[src/cdt_pkg.sv]
`timescale 1ns / 1ps

package cdt_pkg;

    // Default table geometry.
    localparam int DEF_ENTRIES   = 16;
    localparam int DEF_KEY_BITS  = 32;
    localparam int DEF_TIME_BITS = 32;

    // Widths of the word fields on the ports.
    localparam int KIND_W  = 3;
    localparam int KEY_W   = 32;
    localparam int NOW_W   = 32;
    localparam int LIMIT_W = 31;

    // Common width for widening keys, stamps and the age compare.
    localparam int WIDE_W = 64;

    typedef logic [KIND_W-1:0] t_kind;

    // Operation codes.
    localparam t_kind KIND_CHECK    = 3'd0;
    localparam t_kind KIND_CONTAINS = 3'd1;
    localparam t_kind KIND_REFRESH  = 3'd2;
    localparam t_kind KIND_INSERT   = 3'd3;
    localparam t_kind KIND_REMOVE   = 3'd4;
    localparam t_kind KIND_SWEEP    = 3'd5;

    // Result of comparing one table entry against the current word.
    typedef struct packed {
        logic key_eq;
        logic aged;
    } t_match;

endpackage

[src/cdt_mem.sv]
`timescale 1ns / 1ps

module cdt_mem #(
    parameter int ENTRIES   = cdt_pkg::DEF_ENTRIES,
    parameter int KEY_BITS  = cdt_pkg::DEF_KEY_BITS,
    parameter int TIME_BITS = cdt_pkg::DEF_TIME_BITS
) (
    input  logic                       i_clk,
    input  logic                       i_key_we,
    input  logic                       i_stamp_we,
    input  logic [$clog2(ENTRIES)-1:0] i_waddr,
    input  logic [KEY_BITS-1:0]        i_wkey,
    input  logic [TIME_BITS-1:0]       i_wstamp,
    input  logic [$clog2(ENTRIES)-1:0] i_raddr,
    output logic [KEY_BITS-1:0]        o_rkey,
    output logic [TIME_BITS-1:0]       o_rstamp
);
    import cdt_pkg::*;

    logic [KEY_BITS-1:0]  r_key_mem   [ENTRIES];
    logic [TIME_BITS-1:0] r_stamp_mem [ENTRIES];

    // One write port per array, one shared read address with registered read data.
    always_ff @(posedge i_clk) begin
        if (i_key_we) begin
            r_key_mem[i_waddr] <= i_wkey;
        end
        if (i_stamp_we) begin
            r_stamp_mem[i_waddr] <= i_wstamp;
        end
        o_rkey   <= r_key_mem[i_raddr];
        o_rstamp <= r_stamp_mem[i_raddr];
    end

endmodule

[src/cdt_match.sv]
`timescale 1ns / 1ps

module cdt_match #(
    parameter int KEY_BITS  = cdt_pkg::DEF_KEY_BITS,
    parameter int TIME_BITS = cdt_pkg::DEF_TIME_BITS
) (
    input  logic [KEY_BITS-1:0]         i_entry_key,
    input  logic [TIME_BITS-1:0]        i_entry_stamp,
    input  logic [KEY_BITS-1:0]         i_key,
    input  logic [TIME_BITS-1:0]        i_now,
    input  logic [cdt_pkg::LIMIT_W-1:0] i_limit,
    output cdt_pkg::t_match             o_match
);
    import cdt_pkg::*;

    logic [TIME_BITS-1:0] w_elapsed;
    logic [WIDE_W-1:0]    w_elapsed_wide;
    logic [WIDE_W-1:0]    w_limit_wide;

    // Elapsed time wraps at the stamp width; compare it unsigned to the limit.
    assign w_elapsed      = i_now - i_entry_stamp;
    assign w_elapsed_wide = WIDE_W'(w_elapsed);
    assign w_limit_wide   = WIDE_W'(i_limit);

    assign o_match.key_eq = (i_entry_key == i_key);
    assign o_match.aged   = (w_elapsed_wide > w_limit_wide);

endmodule

[src/cooldown_timestamp_table.sv]
// Each word is handled by a single-port scan of every entry of the key/stamp memory
// through the shared compare unit; o_stall stays high and no new word is accepted
// until the sequencer returns to idle after posting the result.
// A result waiting on i_stall does not block acceptance of the next word.
// Reset (synchronous, active low) clears all valid bits, the sequencer and
// the output valid flag; key and stamp memories are not cleared.
`timescale 1ns / 1ps

module cooldown_timestamp_table #(
    parameter int ENTRIES   = cdt_pkg::DEF_ENTRIES,
    parameter int KEY_BITS  = cdt_pkg::DEF_KEY_BITS,
    parameter int TIME_BITS = cdt_pkg::DEF_TIME_BITS
) (
    input  logic                        i_clk,
    input  logic                        i_rst_n,
    input  logic                        i_valid,
    output logic                        o_stall,
    input  cdt_pkg::t_kind              i_kind,
    input  logic [cdt_pkg::KEY_W-1:0]   i_key,
    input  logic [cdt_pkg::NOW_W-1:0]   i_now,
    input  logic [cdt_pkg::LIMIT_W-1:0] i_age_limit,
    output logic                        o_valid,
    input  logic                        i_stall,
    output logic                        o_ok,
    output logic                        o_table_full
);
    import cdt_pkg::*;

    localparam int IDX_W = $clog2(ENTRIES);
    localparam logic [IDX_W-1:0] LAST_IDX = IDX_W'(ENTRIES - 1);

    localparam logic [1:0] ST_IDLE   = 2'd0;
    localparam logic [1:0] ST_SCAN   = 2'd1;
    localparam logic [1:0] ST_FINISH = 2'd2;

    // Control state.
    logic [1:0]         r_state, n_state;
    logic [IDX_W-1:0]   r_addr, n_addr;
    logic               r_issuing, n_issuing;
    logic               r_pend, n_pend;
    logic [IDX_W-1:0]   r_eval_idx, n_eval_idx;
    logic [ENTRIES-1:0] r_valid, n_valid;
    logic               r_out_valid, n_out_valid;

    // Scan results.
    logic               r_hit_found, n_hit_found;
    logic [IDX_W-1:0]   r_hit_idx, n_hit_idx;
    logic               r_hit_aged, n_hit_aged;
    logic               r_free_found, n_free_found;
    logic [IDX_W-1:0]   r_free_idx, n_free_idx;

    // Latched word and result payload.
    t_kind              r_kind;
    logic [KEY_BITS-1:0]  r_key;
    logic [TIME_BITS-1:0] r_now;
    logic [LIMIT_W-1:0]   r_limit;
    logic               r_ok, n_ok;
    logic               r_full, n_full;

    logic                 w_accept;
    logic [WIDE_W-1:0]    w_key_wide;
    logic [WIDE_W-1:0]    w_now_wide;
    logic                 w_key_we;
    logic                 w_stamp_we;
    logic [IDX_W-1:0]     w_waddr;
    logic [KEY_BITS-1:0]  w_rkey;
    logic [TIME_BITS-1:0] w_rstamp;
    logic                 w_entry_valid;
    t_match               w_match;

    assign o_stall      = (r_state != ST_IDLE);
    assign w_accept     = i_valid && !o_stall;
    assign o_valid      = r_out_valid;
    assign o_ok         = r_ok;
    assign o_table_full = r_full;

    // Key and time fields are taken at the table's own widths.
    assign w_key_wide = WIDE_W'(i_key);
    assign w_now_wide = WIDE_W'(i_now);

    cdt_mem #(
        .ENTRIES   (ENTRIES),
        .KEY_BITS  (KEY_BITS),
        .TIME_BITS (TIME_BITS)
    ) u_mem (
        .i_clk      (i_clk),
        .i_key_we   (w_key_we),
        .i_stamp_we (w_stamp_we),
        .i_waddr    (w_waddr),
        .i_wkey     (r_key),
        .i_wstamp   (r_now),
        .i_raddr    (r_addr),
        .o_rkey     (w_rkey),
        .o_rstamp   (w_rstamp)
    );

    cdt_match #(
        .KEY_BITS  (KEY_BITS),
        .TIME_BITS (TIME_BITS)
    ) u_match (
        .i_entry_key   (w_rkey),
        .i_entry_stamp (w_rstamp),
        .i_key         (r_key),
        .i_now         (r_now),
        .i_limit       (r_limit),
        .o_match       (w_match)
    );

    assign w_entry_valid = r_valid[r_eval_idx];

    // Sequencer: scan every entry once, then apply the operation and post the result.
    always_comb begin
        n_state      = r_state;
        n_addr       = r_addr;
        n_issuing    = r_issuing;
        n_pend       = 1'b0;
        n_eval_idx   = r_eval_idx;
        n_valid      = r_valid;
        n_hit_found  = r_hit_found;
        n_hit_idx    = r_hit_idx;
        n_hit_aged   = r_hit_aged;
        n_free_found = r_free_found;
        n_free_idx   = r_free_idx;
        n_out_valid  = r_out_valid && i_stall;
        n_ok         = r_ok;
        n_full       = r_full;
        w_key_we     = 1'b0;
        w_stamp_we   = 1'b0;
        w_waddr      = r_hit_idx;

        case (r_state)
            ST_IDLE: begin
                if (w_accept) begin
                    n_state      = ST_SCAN;
                    n_addr       = '0;
                    n_issuing    = 1'b1;
                    n_hit_found  = 1'b0;
                    n_free_found = 1'b0;
                end
            end
            ST_SCAN: begin
                // Issue reads one entry per cycle.
                if (r_issuing) begin
                    n_pend     = 1'b1;
                    n_eval_idx = r_addr;
                    if (r_addr == LAST_IDX) begin
                        n_issuing = 1'b0;
                    end else begin
                        n_addr = r_addr + 1'b1;
                    end
                end
                // Evaluate the entry read in the previous cycle.
                if (r_pend) begin
                    if (w_entry_valid && w_match.key_eq && !r_hit_found) begin
                        n_hit_found = 1'b1;
                        n_hit_idx   = r_eval_idx;
                        n_hit_aged  = w_match.aged;
                    end
                    if (!w_entry_valid && !r_free_found) begin
                        n_free_found = 1'b1;
                        n_free_idx   = r_eval_idx;
                    end
                    if (r_kind == KIND_SWEEP && w_entry_valid && w_match.aged) begin
                        n_valid[r_eval_idx] = 1'b0;
                    end
                    if (r_eval_idx == LAST_IDX) begin
                        n_state = ST_FINISH;
                    end
                end
            end
            ST_FINISH: begin
                if (!r_out_valid || !i_stall) begin
                    n_out_valid = 1'b1;
                    n_ok        = 1'b0;
                    n_full      = 1'b0;
                    n_state     = ST_IDLE;
                    case (r_kind)
                        KIND_CHECK: begin
                            n_ok = r_hit_found && r_hit_aged;
                        end
                        KIND_CONTAINS: begin
                            n_ok = r_hit_found;
                        end
                        KIND_REFRESH: begin
                            if (r_hit_found) begin
                                w_stamp_we = 1'b1;
                                n_ok       = 1'b1;
                            end
                        end
                        KIND_INSERT: begin
                            if (!r_hit_found) begin
                                if (r_free_found) begin
                                    w_waddr             = r_free_idx;
                                    w_key_we            = 1'b1;
                                    w_stamp_we          = 1'b1;
                                    n_valid[r_free_idx] = 1'b1;
                                    n_ok                = 1'b1;
                                end else begin
                                    n_full = 1'b1;
                                end
                            end
                        end
                        KIND_REMOVE: begin
                            if (r_hit_found) begin
                                n_valid[r_hit_idx] = 1'b0;
                                n_ok               = 1'b1;
                            end
                        end
                        KIND_SWEEP: begin
                            n_ok = 1'b1;
                        end
                        default: begin
                        end
                    endcase
                end
            end
            default: begin
                n_state = ST_IDLE;
            end
        endcase
    end

    // Control registers.
    always_ff @(posedge i_clk) begin
        if (!i_rst_n) begin
            r_state     <= ST_IDLE;
            r_addr      <= '0;
            r_issuing   <= 1'b0;
            r_pend      <= 1'b0;
            r_eval_idx  <= '0;
            r_valid     <= '0;
            r_out_valid <= 1'b0;
        end else begin
            r_state     <= n_state;
            r_addr      <= n_addr;
            r_issuing   <= n_issuing;
            r_pend      <= n_pend;
            r_eval_idx  <= n_eval_idx;
            r_valid     <= n_valid;
            r_out_valid <= n_out_valid;
        end
    end

    // Scan results, latched word and result payload.
    always_ff @(posedge i_clk) begin
        r_hit_found  <= n_hit_found;
        r_hit_idx    <= n_hit_idx;
        r_hit_aged   <= n_hit_aged;
        r_free_found <= n_free_found;
        r_free_idx   <= n_free_idx;
        r_ok         <= n_ok;
        r_full       <= n_full;
        if (w_accept) begin
            r_kind  <= i_kind;
            r_key   <= w_key_wide[KEY_BITS-1:0];
            r_now   <= w_now_wide[TIME_BITS-1:0];
            r_limit <= i_age_limit;
        end
    end

`ifndef NO_ASSERTIONS
    // A failed insert never reports success at the same time.
    a_ok_full_excl: assert property (@(posedge i_clk) disable iff (!i_rst_n)
        o_valid |-> !(o_ok && o_table_full))
        else $error("ok and table_full both set");

    // The last evaluated entry always hands over to the finish step.
    a_scan_to_finish: assert property (@(posedge i_clk) disable iff (!i_rst_n)
        (r_state == ST_SCAN && r_pend && r_eval_idx == LAST_IDX) |=> (r_state == ST_FINISH))
        else $error("scan did not end in finish");

    // No read stays in flight once the sequencer is idle.
    a_idle_no_pend: assert property (@(posedge i_clk) disable iff (!i_rst_n)
        (r_state == ST_IDLE) |-> !r_pend)
        else $error("pending read while idle");

    // A successful insert leaves its slot valid.
    a_insert_sets_valid: assert property (@(posedge i_clk) disable iff (!i_rst_n)
        (r_state == ST_FINISH && (!r_out_valid || !i_stall) && r_kind == KIND_INSERT
         && !r_hit_found && r_free_found) |=> r_valid[$past(r_free_idx)])
        else $error("inserted slot not valid");
`endif

endmodule
[config.mk]
export PLATFORM = sky130hd
export DESIGN_NAME = cooldown_timestamp_table
export DESIGN_NICKNAME = d
export VERILOG_FILES = /design/src/cdt_pkg.sv /design/src/cdt_mem.sv /design/src/cdt_match.sv /design/src/cooldown_timestamp_table.sv
export SDC_FILE = /design/constraint.sdc
export NUM_CORES = 1
export LEC_CHECK = 0
export BUFFER_PORTS_ARGS = -buffer_cell sky130_fd_sc_hd__buf_2
export CAP_MARGIN = 20
export CORE_MARGIN = 5
export CORE_UTILIZATION = 55
export CTS_CLUSTER_DIAMETER = 80
export DETAILED_ROUTE_END_ITERATION = 6
export PLACE_DENSITY_LB_ADDON = 0.3
export SETUP_SLACK_MARGIN = 0.05
export SLEW_MARGIN = 15
export SYNTH_ARGS = -nofsm -noshare
export SYNTH_HDL_FRONTEND = slang
export SYNTH_SLANG_ARGS = --single-unit
[constraint.sdc]
create_clock -name i_clk -period 5.8 [get_ports i_clk]
set_clock_uncertainty 0.2 [all_clocks]
set_input_delay 0.87 -clock i_clk [delete_from_list [all_inputs] [get_ports i_clk]]
set_output_delay 0.87 -clock i_clk [all_outputs]
set_load 0.05 [all_outputs]
==> impl_results.md <==
- Outcome: finished, final reports clean
- DR iter-0 viols: 2502
- GP Congestion: around 0.90
- Top cell type's share of synthesized area: 0.711
- WL final: 105 mm
- Clock Sinks: 1228
- Cell count after placement: 3536
- Htree depth: 3
- Critical Path Fanout Max: 8
- Syn_area_per_cell: slightly above 20 sq um
- Die height: 305 microns
- Asr flop ratio synth: 0
- Ys Warns: 0
- Most frequent cells in the layout: edfxtp_1, mux4_2, clkbuf_16, buf_2, dfxtp_1
- Primary FF master, synth: edfxtp_1
- Root Buffer: clkbuf_16
- Fin. Hold Viols: 0
- HPWL Detailed: 56.1 mm
- Full die area: 0.0931 sq mm
- Cts hold-fix bufs: 0
- RSZ-0062 raised after global routing: no
- Post-Layout Cell Count: 3770
- Clk slew on worst S/H paths: approximately 60 ps
- Kind of critical path: flip-flop to flip-flop
- First-pass GRT wire length: between 150 and 200 mm
- TNS Setup: 0 ps
- Max Slew Vio Count: 0
- Fraction of layout cells with a size suffix above 1: 0.284
- Relative slew margins: 0.273
- Area leader, netlist: edfxtp_1
- Critical path startpoint category: flip-flop
- Sequential share of the synthesized area: 0.750
- Global route overflow: 0
- Power Density: about 360 mW/mm^2
- Mapped Area: 0.0479 sq mm
- Routed len/inst: ~28 microns
- IO Port Bufs: 105
- Top cells by area, synth: edfxtp_1, mux4_2, dfxtp_1
- Critical Path AT: 5820 ps
- Die Wd: roughly 310 microns
- Hold path depth: 1
- Final count of negative-setup-slack endpoints: 0
- Post-synth EDFFs: 1135
- Most common cell after layout, fill and taps aside: edfxtp_1
- CORE AREA: 0.0866 sq mm
- Post-Synthesis Cells: 2307
- I/O pin count: 106
- # rows: 108
- Leakage power: 17.4 nW
- ANT nets after route: 0
- Worst EP required: 6210 ps
- Drt drc: 0
- CTS tree: yes
- Clk buf depth: 3
- Vias/cell: 6.20
- Fmax: around 180 MHz
- Hold Path Class: input pin to flip-flop
- Fin crit share: 0.932
- #FFs+latches synth: about 1200
- Area grow syn2layout: 13.5%
- Initial Util: 0.553
- Worst slew pin tran: around 1100 ps
- FILL cells: 5753
- Clock latency on the worst-skew pair: 690 ps
- Peak VDD IR: 0.000365 V
- Fin crit period: 5410 ps
- Vias: 23400
- Yosys cell types: 59
- Critical Path Sink Type: flip-flop
- Initial DRT Pass Iterations: 5
- Largest net degree at the start of global routing: 110
- Reg2Reg Depth: 21
- Number of nets in the layout: 2681
- Syn Nets: 2476
- Total CTS buffers: 116
- GRT Resource Usage Total: 0.226
- Vias in the first global route: 24400
- Max cap viols: 0
- Initial antenna violation count: 3
[registers in the layout (all words and copies together) (netlist names), 2 cells and up]
signal             flops
r_addr                 4
r_limit               31
u_mem.o_rkey          32
r_valid               16
u_mem.r_stamp_mem    512
r_state                2
r_key                 32
r_now                 32
u_mem.o_rstamp        32
r_free_idx             4
r_kind                 3
r_eval_idx             4
u_mem.r_key_mem      512
r_hit_idx              4
[cells in the mapped netlist, types with 2 or more instances]
cell and number:
edfxtp_1 1135, mux4_2 324, dfxtp_1 93, inv_1 79, nand2_1 78, ha_1 66, clkbuf_1 63, nor2_1 61
a21oi_1 46, o21ai_0 42, xnor2_1 31, xor2_1 30, buf_1 25, nand3_1 23, mux2i_1 19, o221ai_1 15
nand2b_1 13, nor3_1 13, a21o_1 12, a211oi_1 11, nand4_1 11, a21boi_0 10, o21bai_1 9, or3_1 9
nor2b_1 8, nor4_1 8, and3_1 7, nand3b_1 6, or2_2 6, a31oi_1 5, o211ai_1 5, o21a_1 5
a221oi_1 3, o31a_1 3, a2111oi_0 2, a2111oi_2 2, a221o_1 2, a31o_2 2, and2_1 2, nor3b_1 2
o21ai_1 2, o31ai_1 2
[layer usage]
layer	vias up	track usage	share of wire
li1	9917	-	-
met1	12300	0.312	0.40
met2	974	0.392	0.52
met3	177	0.0305	0.063
met4	0	0.0568	0.025
met5	-	0	0
[critical path, cell delays in order (launching register included)]
cell and delay [ps]:
edfxtp_1 430, inv_1 110, ha_1 170, inv_1 60, fa_1 430, a211oi_2 230, o21ai_0 170, nand3_1 160
a31oi_1 120, o41a_1 460, a21o_1 230, o31a_1 250, xor2_1 140, ha_1 330, nand3_1 120, nor4_2 330
a31oi_1 130, o21ai_1 120, buf_4 170, or4b_4 520, nand3_4 180, mux2i_1 260
[stage by stage]
step / instance area, sq um / util / power, mW / hold slack (ps) / setup slack, ps
6_report: 54400 / 0.628 / 19.8 / 158 / 393
5_1_grt: 54400 / 0.628 / 20.5 / 127 / 148
4_1_cts: 54200 / 0.626 / 19.9 / 112 / 73.0
3_5_place_dp: 50400 / 0.581 / 12.4 / 276 / -139
3_3_place_gp: 50400 / 0.581 / 12.3 / 264 / 81.8
2_1_floorplan: 47900 / - / 11.8 / 220 / 702
[kinds of logic after synthesis]
kind of cell / count (synthesis) / synth area share
fa+ha+maj: 67 / 0.0177
buf+inv: 169 / 0.0134
xor+xnor: 61 / 0.0112
flops: 1228 / 0.750
compound gates: 185 / 0.0256
simple gates: 253 / 0.0255
mux: 344 / 0.156
[where the power goes]
group	total [mW]	switching, mW	internal, mW
Sequential	10.4	0.294	10.1
Combinational	1.89	1.02	0.865
Clock	7.53	3.20	4.33
Total	19.8	4.52	15.3
[final timing paths]
kind | to | from | slack, ps
hold / removal | r_key[6] | i_key[6] | 160
setup reg to reg | r_valid[5] | r_now[0] | 390
setup / recovery | r_valid[5] | r_now[0] | 390
hold reg to reg | r_valid[12] | r_valid[12] | 280
[layout make-up]
type | instances | area, sq um | share of cell area
clock inverter | 63 | 603 | 0.0111
clock buffer | 155 | 3270 | 0.0602
inverter | 79 | 297 | 0.00545
timing repair buffer | 176 | 1180 | 0.0217
multi-input combinational | 911 | 11600 | 0.213
sequential | 1228 | 36000 | 0.661
antenna | 3 | 7.51 | 0.000138
tap | 1155 | 1450 | 0.0266
[timing repair]
item	CTS	global route
pin swaps	0	0
setup endpoints to repair	16	16
setup buffers	1	11
hold endpoints to repair	0	0
gates resized for setup	0	5
cloned	0	1
Power figures use the tool's default switching activity.
